<file path="src/sv/swlru_pkg.sv">
// Package for the size-weighted LRU cache directory.
// Holds sizes, request and result types, and sequencer states.
// Used by size_weighted_lru_cache; has no dependencies.
`default_nettype none

package swlru_pkg;

	localparam int ENTRIES     = 16;
	localparam int ALIGN_BYTES = 32 * 1024;
	localparam int TAG_BITS    = 64;

	localparam int SLOT_BITS  = $clog2(ENTRIES);
	localparam int CNT_BITS   = $clog2(ENTRIES + 1);
	localparam int BYTE_BITS  = 33;
	localparam int ALIGN_LOG2 = $clog2(ALIGN_BYTES);

	localparam logic [BYTE_BITS-1:0] CAP_RESET = BYTE_BITS'(60 * 1024 * 1024);

	localparam logic OP_GET = 1'b0;
	localparam logic OP_PUT = 1'b1;

	typedef struct packed {
		logic        op;
		logic [63:0] key_tag;
		logic [31:0] size_bytes;
	} req_t;

	typedef struct packed {
		logic                 hit;
		logic                 inserted;
		logic                 victim_valid;
		logic [63:0]          victim_tag;
		logic                 oversize_error;
		logic [BYTE_BITS-1:0] used_bytes;
		logic                 last;
	} rsp_t;

	typedef enum logic [2:0] {
		ST_IDLE,
		ST_SCAN,
		ST_HIT,
		ST_CHECK,
		ST_EVICT_CHK,
		ST_EVICT_WB,
		ST_INSERT
	} state_t;

endpackage

`default_nettype wire

</file>
<file path="src/sv/swlru_ram.sv">
// Generic single-write, single-read RAM with a registered read port.
// No dependencies.
`default_nettype none

module swlru_ram #(
	parameter int WIDTH = 8,
	parameter int DEPTH = 16
) (
	input  wire logic                     clk,
	input  wire logic                     we,
	input  wire logic [$clog2(DEPTH)-1:0] waddr,
	input  wire logic [WIDTH-1:0]         wdata,
	input  wire logic [$clog2(DEPTH)-1:0] raddr,
	output logic      [WIDTH-1:0]         rdata
);

	logic [WIDTH-1:0] mem [DEPTH];

	always_ff @(posedge clk) begin
		if (we) begin
			mem[waddr] <= wdata;
		end
		rdata <= mem[raddr];
	end

endmodule

`default_nettype wire

</file>
<file path="src/sv/size_weighted_lru_cache.sv">
// Size-weighted LRU cache directory, top level.
// Depends on swlru_pkg and swlru_ram (tag and size memories).
`default_nettype none

// One request is taken when start is high and busy is low; busy stays high
// until the cycle in which the final result is shown. The tag search reads one
// slot of the tag memory per cycle through its registered read port. A hit stops
// the search at the matching slot and then passes through the hit state. A miss
// searches every slot and then goes through the capacity check, which ends the
// request with an oversize error if the aligned size exceeds capacity, a memory
// read and a write-back per evicted entry, and a last eviction check and the
// insert. Each result is shown in the cycle after the step that makes it.
// Results appear on result for exactly one cycle with result_valid high and
// cannot be held off, so the receiver must take every one. The capacity
// register may be written at any time the block is idle; cfg_ready is always
// high.
module size_weighted_lru_cache (
	input  wire logic                                  clk,
	input  wire logic                                  arst_n,
	input  wire logic                                  start,
	output logic                                       busy,
	input  wire swlru_pkg::req_t                       req,
	output logic                                       result_valid,
	output swlru_pkg::rsp_t                            result,
	input  wire logic                                  cfg_valid,
	output logic                                       cfg_ready,
	input  wire logic [swlru_pkg::BYTE_BITS-1:0]       cfg_data
);

	localparam int NE = swlru_pkg::ENTRIES;
	localparam int SB = swlru_pkg::SLOT_BITS;
	localparam int CB = swlru_pkg::CNT_BITS;
	localparam int BB = swlru_pkg::BYTE_BITS;
	localparam int TB = swlru_pkg::TAG_BITS;

	localparam logic [BB-1:0] ALIGN_MASK = ~((BB'(1) << swlru_pkg::ALIGN_LOG2) - BB'(1));

	swlru_pkg::state_t state_q, state_d;

	logic [BB-1:0]   cap_q;
	logic [BB-1:0]   occ_q;
	logic [CB-1:0]   count_q;
	logic [NE-1:0]   valid_q;
	logic [SB-1:0]   rank_q [NE];
	logic [SB:0]     idx_q;
	logic [SB-1:0]   cmp_idx_s1;
	logic            cmp_vld_s1;
	logic [SB-1:0]   slot_q;
	logic [SB-1:0]   victim_q;
	logic            op_q;
	logic [TB-1:0]   tag_q;
	logic [BB-1:0]   aligned_q;

	swlru_pkg::rsp_t rsp_q, rsp_d;
	logic            rsp_vld_q, rsp_vld_d;

	logic [SB-1:0]   raddr;
	logic [TB-1:0]   rd_tag;
	logic [BB-1:0]   rd_size;
	logic            ram_we;
	logic [SB-1:0]   free_slot;
	logic [SB-1:0]   victim_slot;
	logic            match;
	logic            scan_end;
	logic            full;
	logic [BB:0]     add_b;
	logic [BB:0]     add_res;
	logic [BB:0]     cmp_a;
	logic            over_cap;
	logic [BB-1:0]   size_ext;

	swlru_ram #(.WIDTH(TB), .DEPTH(NE)) u_tag_ram (
		.clk   (clk),
		.we    (ram_we),
		.waddr (free_slot),
		.wdata (tag_q),
		.raddr (raddr),
		.rdata (rd_tag)
	);

	swlru_ram #(.WIDTH(BB), .DEPTH(NE)) u_size_ram (
		.clk   (clk),
		.we    (ram_we),
		.waddr (free_slot),
		.wdata (aligned_q),
		.raddr (raddr),
		.rdata (rd_size)
	);

	assign busy         = (state_q != swlru_pkg::ST_IDLE);
	assign cfg_ready    = 1'b1;
	assign result_valid = rsp_vld_q;
	assign result       = rsp_q;
	assign full         = (count_q == CB'(NE));
	assign size_ext     = BB'(req.size_bytes) + BB'(swlru_pkg::ALIGN_BYTES - 1);

	// The shared adder subtracts a victim's size during write-back and adds
	// the new aligned size otherwise; one comparator checks against capacity.
	assign add_b    = (state_q == swlru_pkg::ST_EVICT_WB) ? {1'b0, rd_size} : {1'b0, aligned_q};
	assign add_res  = (state_q == swlru_pkg::ST_EVICT_WB) ? ({1'b0, occ_q} - add_b)
	                                                      : ({1'b0, occ_q} + add_b);
	assign cmp_a    = (state_q == swlru_pkg::ST_CHECK) ? {1'b0, aligned_q} : add_res;
	assign over_cap = (cmp_a > {1'b0, cap_q});

	assign match = (state_q == swlru_pkg::ST_SCAN) && cmp_vld_s1 && valid_q[cmp_idx_s1]
	               && (rd_tag == tag_q);
	assign scan_end = cmp_vld_s1 && (cmp_idx_s1 == SB'(NE - 1));

	always_comb begin
		free_slot = '0;
		for (int i = NE - 1; i >= 0; i--) begin
			if (!valid_q[i]) begin
				free_slot = SB'(i);
			end
		end
	end

	always_comb begin
		victim_slot = '0;
		for (int i = 0; i < NE; i++) begin
			if (valid_q[i] && (rank_q[i] == SB'(count_q - CB'(1)))) begin
				victim_slot = SB'(i);
			end
		end
	end

	always_ff @(posedge clk or negedge arst_n) begin
		if (!arst_n) begin
			state_q <= swlru_pkg::ST_IDLE;
		end else begin
			state_q <= state_d;
		end
	end

	always_comb begin
		state_d   = state_q;
		rsp_d     = '0;
		rsp_vld_d = 1'b0;
		raddr     = idx_q[SB-1:0];
		ram_we    = 1'b0;
		case (state_q)
			swlru_pkg::ST_IDLE: begin
				if (start) begin
					state_d = swlru_pkg::ST_SCAN;
				end
			end
			swlru_pkg::ST_SCAN: begin
				if (match) begin
					state_d = swlru_pkg::ST_HIT;
				end else if (scan_end) begin
					state_d = swlru_pkg::ST_CHECK;
				end
			end
			swlru_pkg::ST_HIT: begin
				rsp_d.hit        = 1'b1;
				rsp_d.used_bytes = occ_q;
				rsp_d.last       = 1'b1;
				rsp_vld_d        = 1'b1;
				state_d          = swlru_pkg::ST_IDLE;
			end
			swlru_pkg::ST_CHECK: begin
				if (over_cap) begin
					rsp_d.oversize_error = 1'b1;
					rsp_d.used_bytes     = occ_q;
					rsp_d.last           = 1'b1;
					rsp_vld_d            = 1'b1;
					state_d              = swlru_pkg::ST_IDLE;
				end else begin
					state_d = swlru_pkg::ST_EVICT_CHK;
				end
			end
			swlru_pkg::ST_EVICT_CHK: begin
				raddr = victim_slot;
				if ((over_cap || full) && (count_q != '0)) begin
					state_d = swlru_pkg::ST_EVICT_WB;
				end else begin
					state_d = swlru_pkg::ST_INSERT;
				end
			end
			swlru_pkg::ST_EVICT_WB: begin
				rsp_d.victim_valid = 1'b1;
				rsp_d.victim_tag   = 64'(rd_tag);
				rsp_d.used_bytes   = add_res[BB-1:0];
				rsp_vld_d          = 1'b1;
				state_d            = swlru_pkg::ST_EVICT_CHK;
			end
			swlru_pkg::ST_INSERT: begin
				ram_we           = 1'b1;
				rsp_d.inserted   = 1'b1;
				rsp_d.used_bytes = add_res[BB-1:0];
				rsp_d.last       = 1'b1;
				rsp_vld_d        = 1'b1;
				state_d          = swlru_pkg::ST_IDLE;
			end
			default: begin
				state_d = swlru_pkg::ST_IDLE;
			end
		endcase
	end

	always_ff @(posedge clk or negedge arst_n) begin
		if (!arst_n) begin
			cap_q      <= swlru_pkg::CAP_RESET;
			occ_q      <= '0;
			count_q    <= '0;
			valid_q    <= '0;
			idx_q      <= '0;
			cmp_vld_s1 <= 1'b0;
			rsp_vld_q  <= 1'b0;
			for (int i = 0; i < NE; i++) begin
				rank_q[i] <= '0;
			end
		end else begin
			rsp_vld_q  <= rsp_vld_d;
			cmp_vld_s1 <= (state_q == swlru_pkg::ST_SCAN) && (idx_q < (SB + 1)'(NE));
			if (cfg_valid && cfg_ready) begin
				cap_q <= cfg_data;
			end
			case (state_q)
				swlru_pkg::ST_IDLE: begin
					idx_q <= '0;
				end
				swlru_pkg::ST_SCAN: begin
					if (idx_q < (SB + 1)'(NE)) begin
						idx_q <= idx_q + (SB + 1)'(1);
					end
				end
				swlru_pkg::ST_HIT: begin
					if (op_q == swlru_pkg::OP_GET) begin
						for (int i = 0; i < NE; i++) begin
							if (valid_q[i] && (rank_q[i] < rank_q[slot_q])) begin
								rank_q[i] <= rank_q[i] + SB'(1);
							end
						end
						rank_q[slot_q] <= '0;
					end
				end
				swlru_pkg::ST_EVICT_WB: begin
					valid_q[victim_q] <= 1'b0;
					count_q           <= count_q - CB'(1);
					occ_q             <= add_res[BB-1:0];
				end
				swlru_pkg::ST_INSERT: begin
					for (int i = 0; i < NE; i++) begin
						if (valid_q[i]) begin
							rank_q[i] <= rank_q[i] + SB'(1);
						end
					end
					rank_q[free_slot]  <= '0;
					valid_q[free_slot] <= 1'b1;
					count_q            <= count_q + CB'(1);
					occ_q              <= add_res[BB-1:0];
				end
				default: begin
				end
			endcase
		end
	end

	always_ff @(posedge clk) begin
		rsp_q      <= rsp_d;
		cmp_idx_s1 <= idx_q[SB-1:0];
		if (state_q == swlru_pkg::ST_IDLE && start) begin
			op_q      <= req.op;
			tag_q     <= req.key_tag[TB-1:0];
			aligned_q <= size_ext & ALIGN_MASK;
		end
		if (match) begin
			slot_q <= cmp_idx_s1;
		end
		if (state_q == swlru_pkg::ST_EVICT_CHK) begin
			victim_q <= victim_slot;
		end
	end

	a_count_matches_valid: assert property (@(posedge clk) disable iff (!arst_n)
		$countones(valid_q) == 32'(count_q))
		else $error("valid entry count out of step with valid bits");

	a_count_bounded: assert property (@(posedge clk) disable iff (!arst_n)
		count_q <= CB'(NE))
		else $error("entry count exceeds table size");

	a_final_frees_block: assert property (@(posedge clk) disable iff (!arst_n)
		(result_valid && result.last) |-> !busy)
		else $error("block still busy while final result is shown");

	a_victim_not_last: assert property (@(posedge clk) disable iff (!arst_n)
		(result_valid && result.victim_valid) |-> (!result.last && busy))
		else $error("victim result marked final or shown while idle");

	a_evict_needs_entry: assert property (@(posedge clk) disable iff (!arst_n)
		(state_q == swlru_pkg::ST_EVICT_WB) |-> valid_q[victim_q])
		else $error("eviction of an empty slot");

endmodule

`default_nettype wire

</file>
<file path="config.mk">
export PLATFORM = sky130hd
export DESIGN_NAME = size_weighted_lru_cache
export DESIGN_NICKNAME = d
export VERILOG_FILES = /design/src/sv/swlru_pkg.sv /design/src/sv/swlru_ram.sv /design/src/sv/size_weighted_lru_cache.sv
export SDC_FILE = /design/constraint.sdc
export NUM_CORES = 2
export LEC_CHECK = 0
export CORE_ASPECT_RATIO = 1.75
export CORE_UTILIZATION = 52
export DETAILED_ROUTE_END_ITERATION = 7
export DONT_BUFFER_PORTS = 1
export GPL_ROUTABILITY_DRIVEN = 0
export HOLD_SLACK_MARGIN = 0.12
export PLACE_DENSITY = 0.67
export SKIP_LAST_GASP = 1
export SYNTH_ARGS = -nofsm -noshare
export SYNTH_HDL_FRONTEND = slang
export SYNTH_SLANG_ARGS = --single-unit
</file>
<file path="constraint.sdc">
create_clock -name clk -period 7.6 [get_ports clk]
set_input_delay 0 -clock clk [delete_from_list [all_inputs] [get_ports clk]]
set_output_delay 0 -clock clk [all_outputs]
set_load 0.03 [all_outputs]
</file>
==> reports/results.tsv <==
stage	metric	value	unit
outcome	outcome	complete, no violations	
logic_synthesis	Post-Synthesis Mean Instance Area	12.6	sq um
critical_path	r2r worst-path depth	28	
routing	DR WL/cell	24.9	um
worst_hold_path	worst hold stages	3	
sta	Max-Slew Margin vs Limit	0.209	
sta	Final setup viols	0	
placement	Post-Place Cells	7379	
logic_synthesis	synthesized cell area	72600	sq um
routing	number of search-and-repair iterations in the first detailed-routing pass	7	
layout	core utilization of the finished layout	0.596	
clock_tree	post-CTS setup repair buffer count	0	
logic_synthesis	flip-flop and latch count after synthesis	1747	
pwr	total power density per cell area	350	nW/um^2
global_route	initial antenna violation count	8	
clock_tree	clock edge transition at the registers on the reported setup and hold paths	0.06	ns
logic_synthesis	mux share of post-synthesis cell area	0.0219	
logic_synthesis	fraction of the yosys area taken by sequential cells	0.686	
critical_path	crit-path leading delay family	simple AND/OR/NAND/NOR gates	
sta	unrepaired setup endpoints after global routing	no	
logic_synthesis	count of cell types in the netlist	90	
pwr	Combinational Power Share	0.303	
clock_tree	Clock Path Buffers	3	
floorplan	Die X-Extent	285	um
sta	sum of negative setup slack	0	ns
sta	max-slew violation total from the final report	0	
pwr	switching power	10.3	mW
logic_synthesis	number of warning messages in the yosys log	0	
logic_synthesis	number of flops mapped to enable cells by yosys	1403	
routing	DRC violation count after routing	0	
critical_path	worst stage delay on the critical path	0.50	ns
clock_tree	Inserted Clock Buffers	156	
logic_synthesis	top_reg_cell synth	sky130_fd_sc_hd__edfxtp_1	
critical_path	type of element launching the critical path	flop	
sta	Least-Margin Pin Slew	1.18	ns
logic_synthesis	Synth async-reset ratio	0.0904	
clock_tree	CTS Root Buffer Type	sky130_fd_sc_hd__clkbuf_16	
flow_run	Maximum Capacitance Violations	0	
clock_tree	clock tree from TritonCTS	yes	
floorplan	floorplan die area	141000	sq um
layout	total area of sequential cells	49800	sq um
sta	number of failing hold endpoints at the final stage	0	
logic_synthesis	adder and majority gate portion of the synthesized area	0.0205	
pwr	register share of total power	0.418	
layout	area added between synthesis and finish	13.9	%
critical_path	Bufs and invs on worst path	2	
routing	Final ANT Viol Nets	0	
routing	total number of vias	47800	
layout	fill count	10700	
global_route	global routing usage summed across all routing layers	0.279	
critical_path	path type of the worst setup path	flop to flop	
pwr	overall power	28.9	mW
critical_path	data arrival time of the worst path	7.79	ns
logic_synthesis	Syn Inst Count	5776	
worst_hold_path	Hold Path Class	primary input to flop	
sta	skew final	0.0346	ns
floorplan	DIE HEIGHT	496	um
floorplan	number of primary I/O pins	239	
sta	Final Critical Period	7.07	ns
routing	detailed router's first-iteration violation count	4717	
placement	post-DP HPWL	111	mm
layout	combined area of the multi-input logic cells	21200	sq um
clock_tree	maximum level of the CTS H-tree	4	
layout	Cell Count, Final, Fillers Out	7949	
placement	DP Worst Slack	0.461	ns
pwr	Sw Share	0.356	
floorplan	Core Region	139000	sq um
logic_synthesis	largest family of logic cells by synthesized area	simple AND/OR/NAND/NOR gates	
global_route	pin count of the biggest net entering global routing	155	
logic_synthesis	simple logic cell fraction of the synthesized area	0.141	
critical_path	WP data required	8.31	ns
sta	worst path setup slack after routing	0.525	ns
sta	share of the clock period used by the worst path	0.931	
layout	post-route standard cell area excluding fillers	82700	sq um
critical_path	critical path fanouts, max	13	
sta	Min Hold Slack	0.209	ns
placement	Post-Place Cell Area	74600	sq um
logic_synthesis	post-synthesis xor/xnor area fraction	0.0231	
routing	number of vias per cell after detailed routing	6.02	
logic_synthesis	fraction of the mapped netlist area in compound gates	0.0824	
clock_tree	TritonCTS Sinks	1747	
floorplan	Initial Util	0.523	
layout	layout cells sized above 1	0.0778	
critical_path	nature of the critical path endpoint	flop	
sta	peak clock frequency supported by timing	0.141	GHz
global_route	via count of the first global-routing pass	46800	
global_route	first-pass GRT wire length	294	mm
pwr	IR Drop Worst-Case VDD	244	uV
clock_tree	clock network latency to the later pin of the worst-skew pair	0.80	ns
pwr	Clock power frac	0.279	
placement	number of buffer cells added on primary ports	0	
layout	final net count	6240	
floorplan	site row count	181	
routing	routed wire length	198	mm
pwr	Internal Power	18.7	mW
critical_path	slowest stage cell, crit path	sky130_fd_sc_hd__o31ai_2	
pwr	static leakage power	30.5	nW
global_route	total gr overflow	0	
critical_path	total number of cells along the worst setup path	28	
[final timing paths]
path                       slack [ns]         end        from
max reg2reg                      0.53   result[8]  state_q[1]
min                              0.21        op_q       start
max in group asynchronous        6.26  rank_q[42]      arst_n
max                              0.53   result[8]  state_q[1]
min in group asynchronous        0.36   cap_q[24]      arst_n
min reg2reg                      0.39   occ_q[13]   occ_q[13]
[layer usage]
| layer | vias to the layer above | track usage | share of wire |
|---|---|---|---|
| met2 | 2125 | 0.488 | 0.51 |
| met3 | 426 | 0.0356 | 0.068 |
| met1 | 23900 | 0.350 | 0.38 |
| li1 | 21400 | - | - |
| met5 | - | 0 | 0.00013 |
| met4 | 4 | 0.116 | 0.041 |
[worst min-delay path, cell delays in order]
cell and delay, ns:
sky130_fd_sc_hd__dlygate4sd3_1 0.53, sky130_fd_sc_hd__inv_1 0.13, sky130_fd_sc_hd__nor2_4 0.13
[layout make-up]
type                    instances  area share
diodes                          3   0.0000907
clock buffers                 225      0.0548
clock inverters                62     0.00854
inverters                      91     0.00413
multi-input cells            3604       0.256
flip-flops and latches       1747       0.602
well taps                    1830      0.0277
repair buffers                387      0.0464
[power by group through the flow]
| stage | Clock, mW | Sequential (mW) | Combinational [mW] |
|---|---|---|---|
| 5_1_grt | 8.50 | 12.2 | 9.63 |
| 3_3_place_gp | 0 | 12.3 | 8.42 |
| 6_report | 8.07 | 12.1 | 8.78 |
| 4_1_cts | 8.17 | 12.1 | 8.78 |
| 3_5_place_dp | 0 | 12.3 | 8.59 |
| 2_1_floorplan | 0 | 11.9 | 6.24 |
[synth_stat cells, drive strengths merged (6+ instances only)]
| master | instances | area share |
|---|---|---|
| buf | 169 | 0.012 |
| xor2 | 77 | 0.0093 |
| nand2b | 24 | 0.0021 |
| and3 | 19 | 0.0016 |
| o21ai | 133 | 0.0092 |
| o31ai | 11 | 0.0012 |
| a22o | 33 | 0.0040 |
| o21a | 18 | 0.0019 |
| ha | 119 | 0.021 |
| xnor3 | 17 | 0.0053 |
| xnor2 | 65 | 0.0078 |
| nor4 | 19 | 0.0017 |
| mux2i | 57 | 0.0079 |
| nor3 | 35 | 0.0027 |
| a41oi | 15 | 0.0018 |
| a21o | 45 | 0.0047 |
| o2bb2ai | 7 | 0.00084 |
| and2 | 86 | 0.0074 |
| nand3 | 289 | 0.020 |
| a211oi | 10 | 0.0010 |
| dfrtp | 154 | 0.053 |
| a31oi | 25 | 0.0022 |
| nor2b | 35 | 0.0030 |
| dfxtp | 186 | 0.051 |
| nand4 | 95 | 0.0082 |
| mux4 | 25 | 0.0078 |
| o211ai | 265 | 0.027 |
| a221oi | 49 | 0.0076 |
| o221ai | 32 | 0.0039 |
| edfxtp | 1403 | 0.58 |
| inv | 89 | 0.0046 |
| mux2 | 34 | 0.0063 |
| a21boi | 6 | 0.00062 |
| a21oi | 130 | 0.0090 |
| nor2 | 159 | 0.0082 |
| o22ai | 10 | 0.00086 |
| nand3b | 29 | 0.0030 |
| clkbuf | 168 | 0.0087 |
| nand2 | 1550 | 0.080 |
[registers in the layout, summed over array words and instances, names as in the netlist, 5 cells and up]
register and count:
valid_q 16, u_size_ram.mem 288, u_tag_ram.mem 1024, count_q 5, idx_q 5, u_size_ram.rdata 18
result 100, tag_q 64, cap_q 33, occ_q 30, rank_q 64, u_tag_ram.rdata 64
aligned_q 18
[logic make-up after synthesis]
group,Yosys count
xor gates and xnor gates,161
buffers and inverters,428
adders and majority gates,119
other,2
muxes,116
AOI/OAI and AO/OA,839
and+or+nand+nor,2364
DFF,1747
[cell usage in the layout, fill, tap and decap left out, types with 87 or more instances in the layout]
cell	count
sky130_fd_sc_hd__a21oi_1	129
sky130_fd_sc_hd__buf_4	92
sky130_fd_sc_hd__clkbuf_16	167
sky130_fd_sc_hd__dfrtp_1	154
sky130_fd_sc_hd__dfxtp_1	186
sky130_fd_sc_hd__dlygate4sd3_1	277
sky130_fd_sc_hd__edfxtp_1	1403
sky130_fd_sc_hd__ha_1	119
sky130_fd_sc_hd__inv_1	87
sky130_fd_sc_hd__nand2_1	1549
sky130_fd_sc_hd__nand3_1	289
sky130_fd_sc_hd__nand4_1	95
sky130_fd_sc_hd__nor2_1	142
sky130_fd_sc_hd__o211ai_1	265
sky130_fd_sc_hd__o21ai_0	126
[timing repair]
item | in CTS | in global routing
endpoints found under the setup margin | 0 | 13
hold buffers | 280 | 0
gates resized for setup | 0 | 1
hold endpoints to repair | 317 | 0
Power figures use the tool's default switching activity.
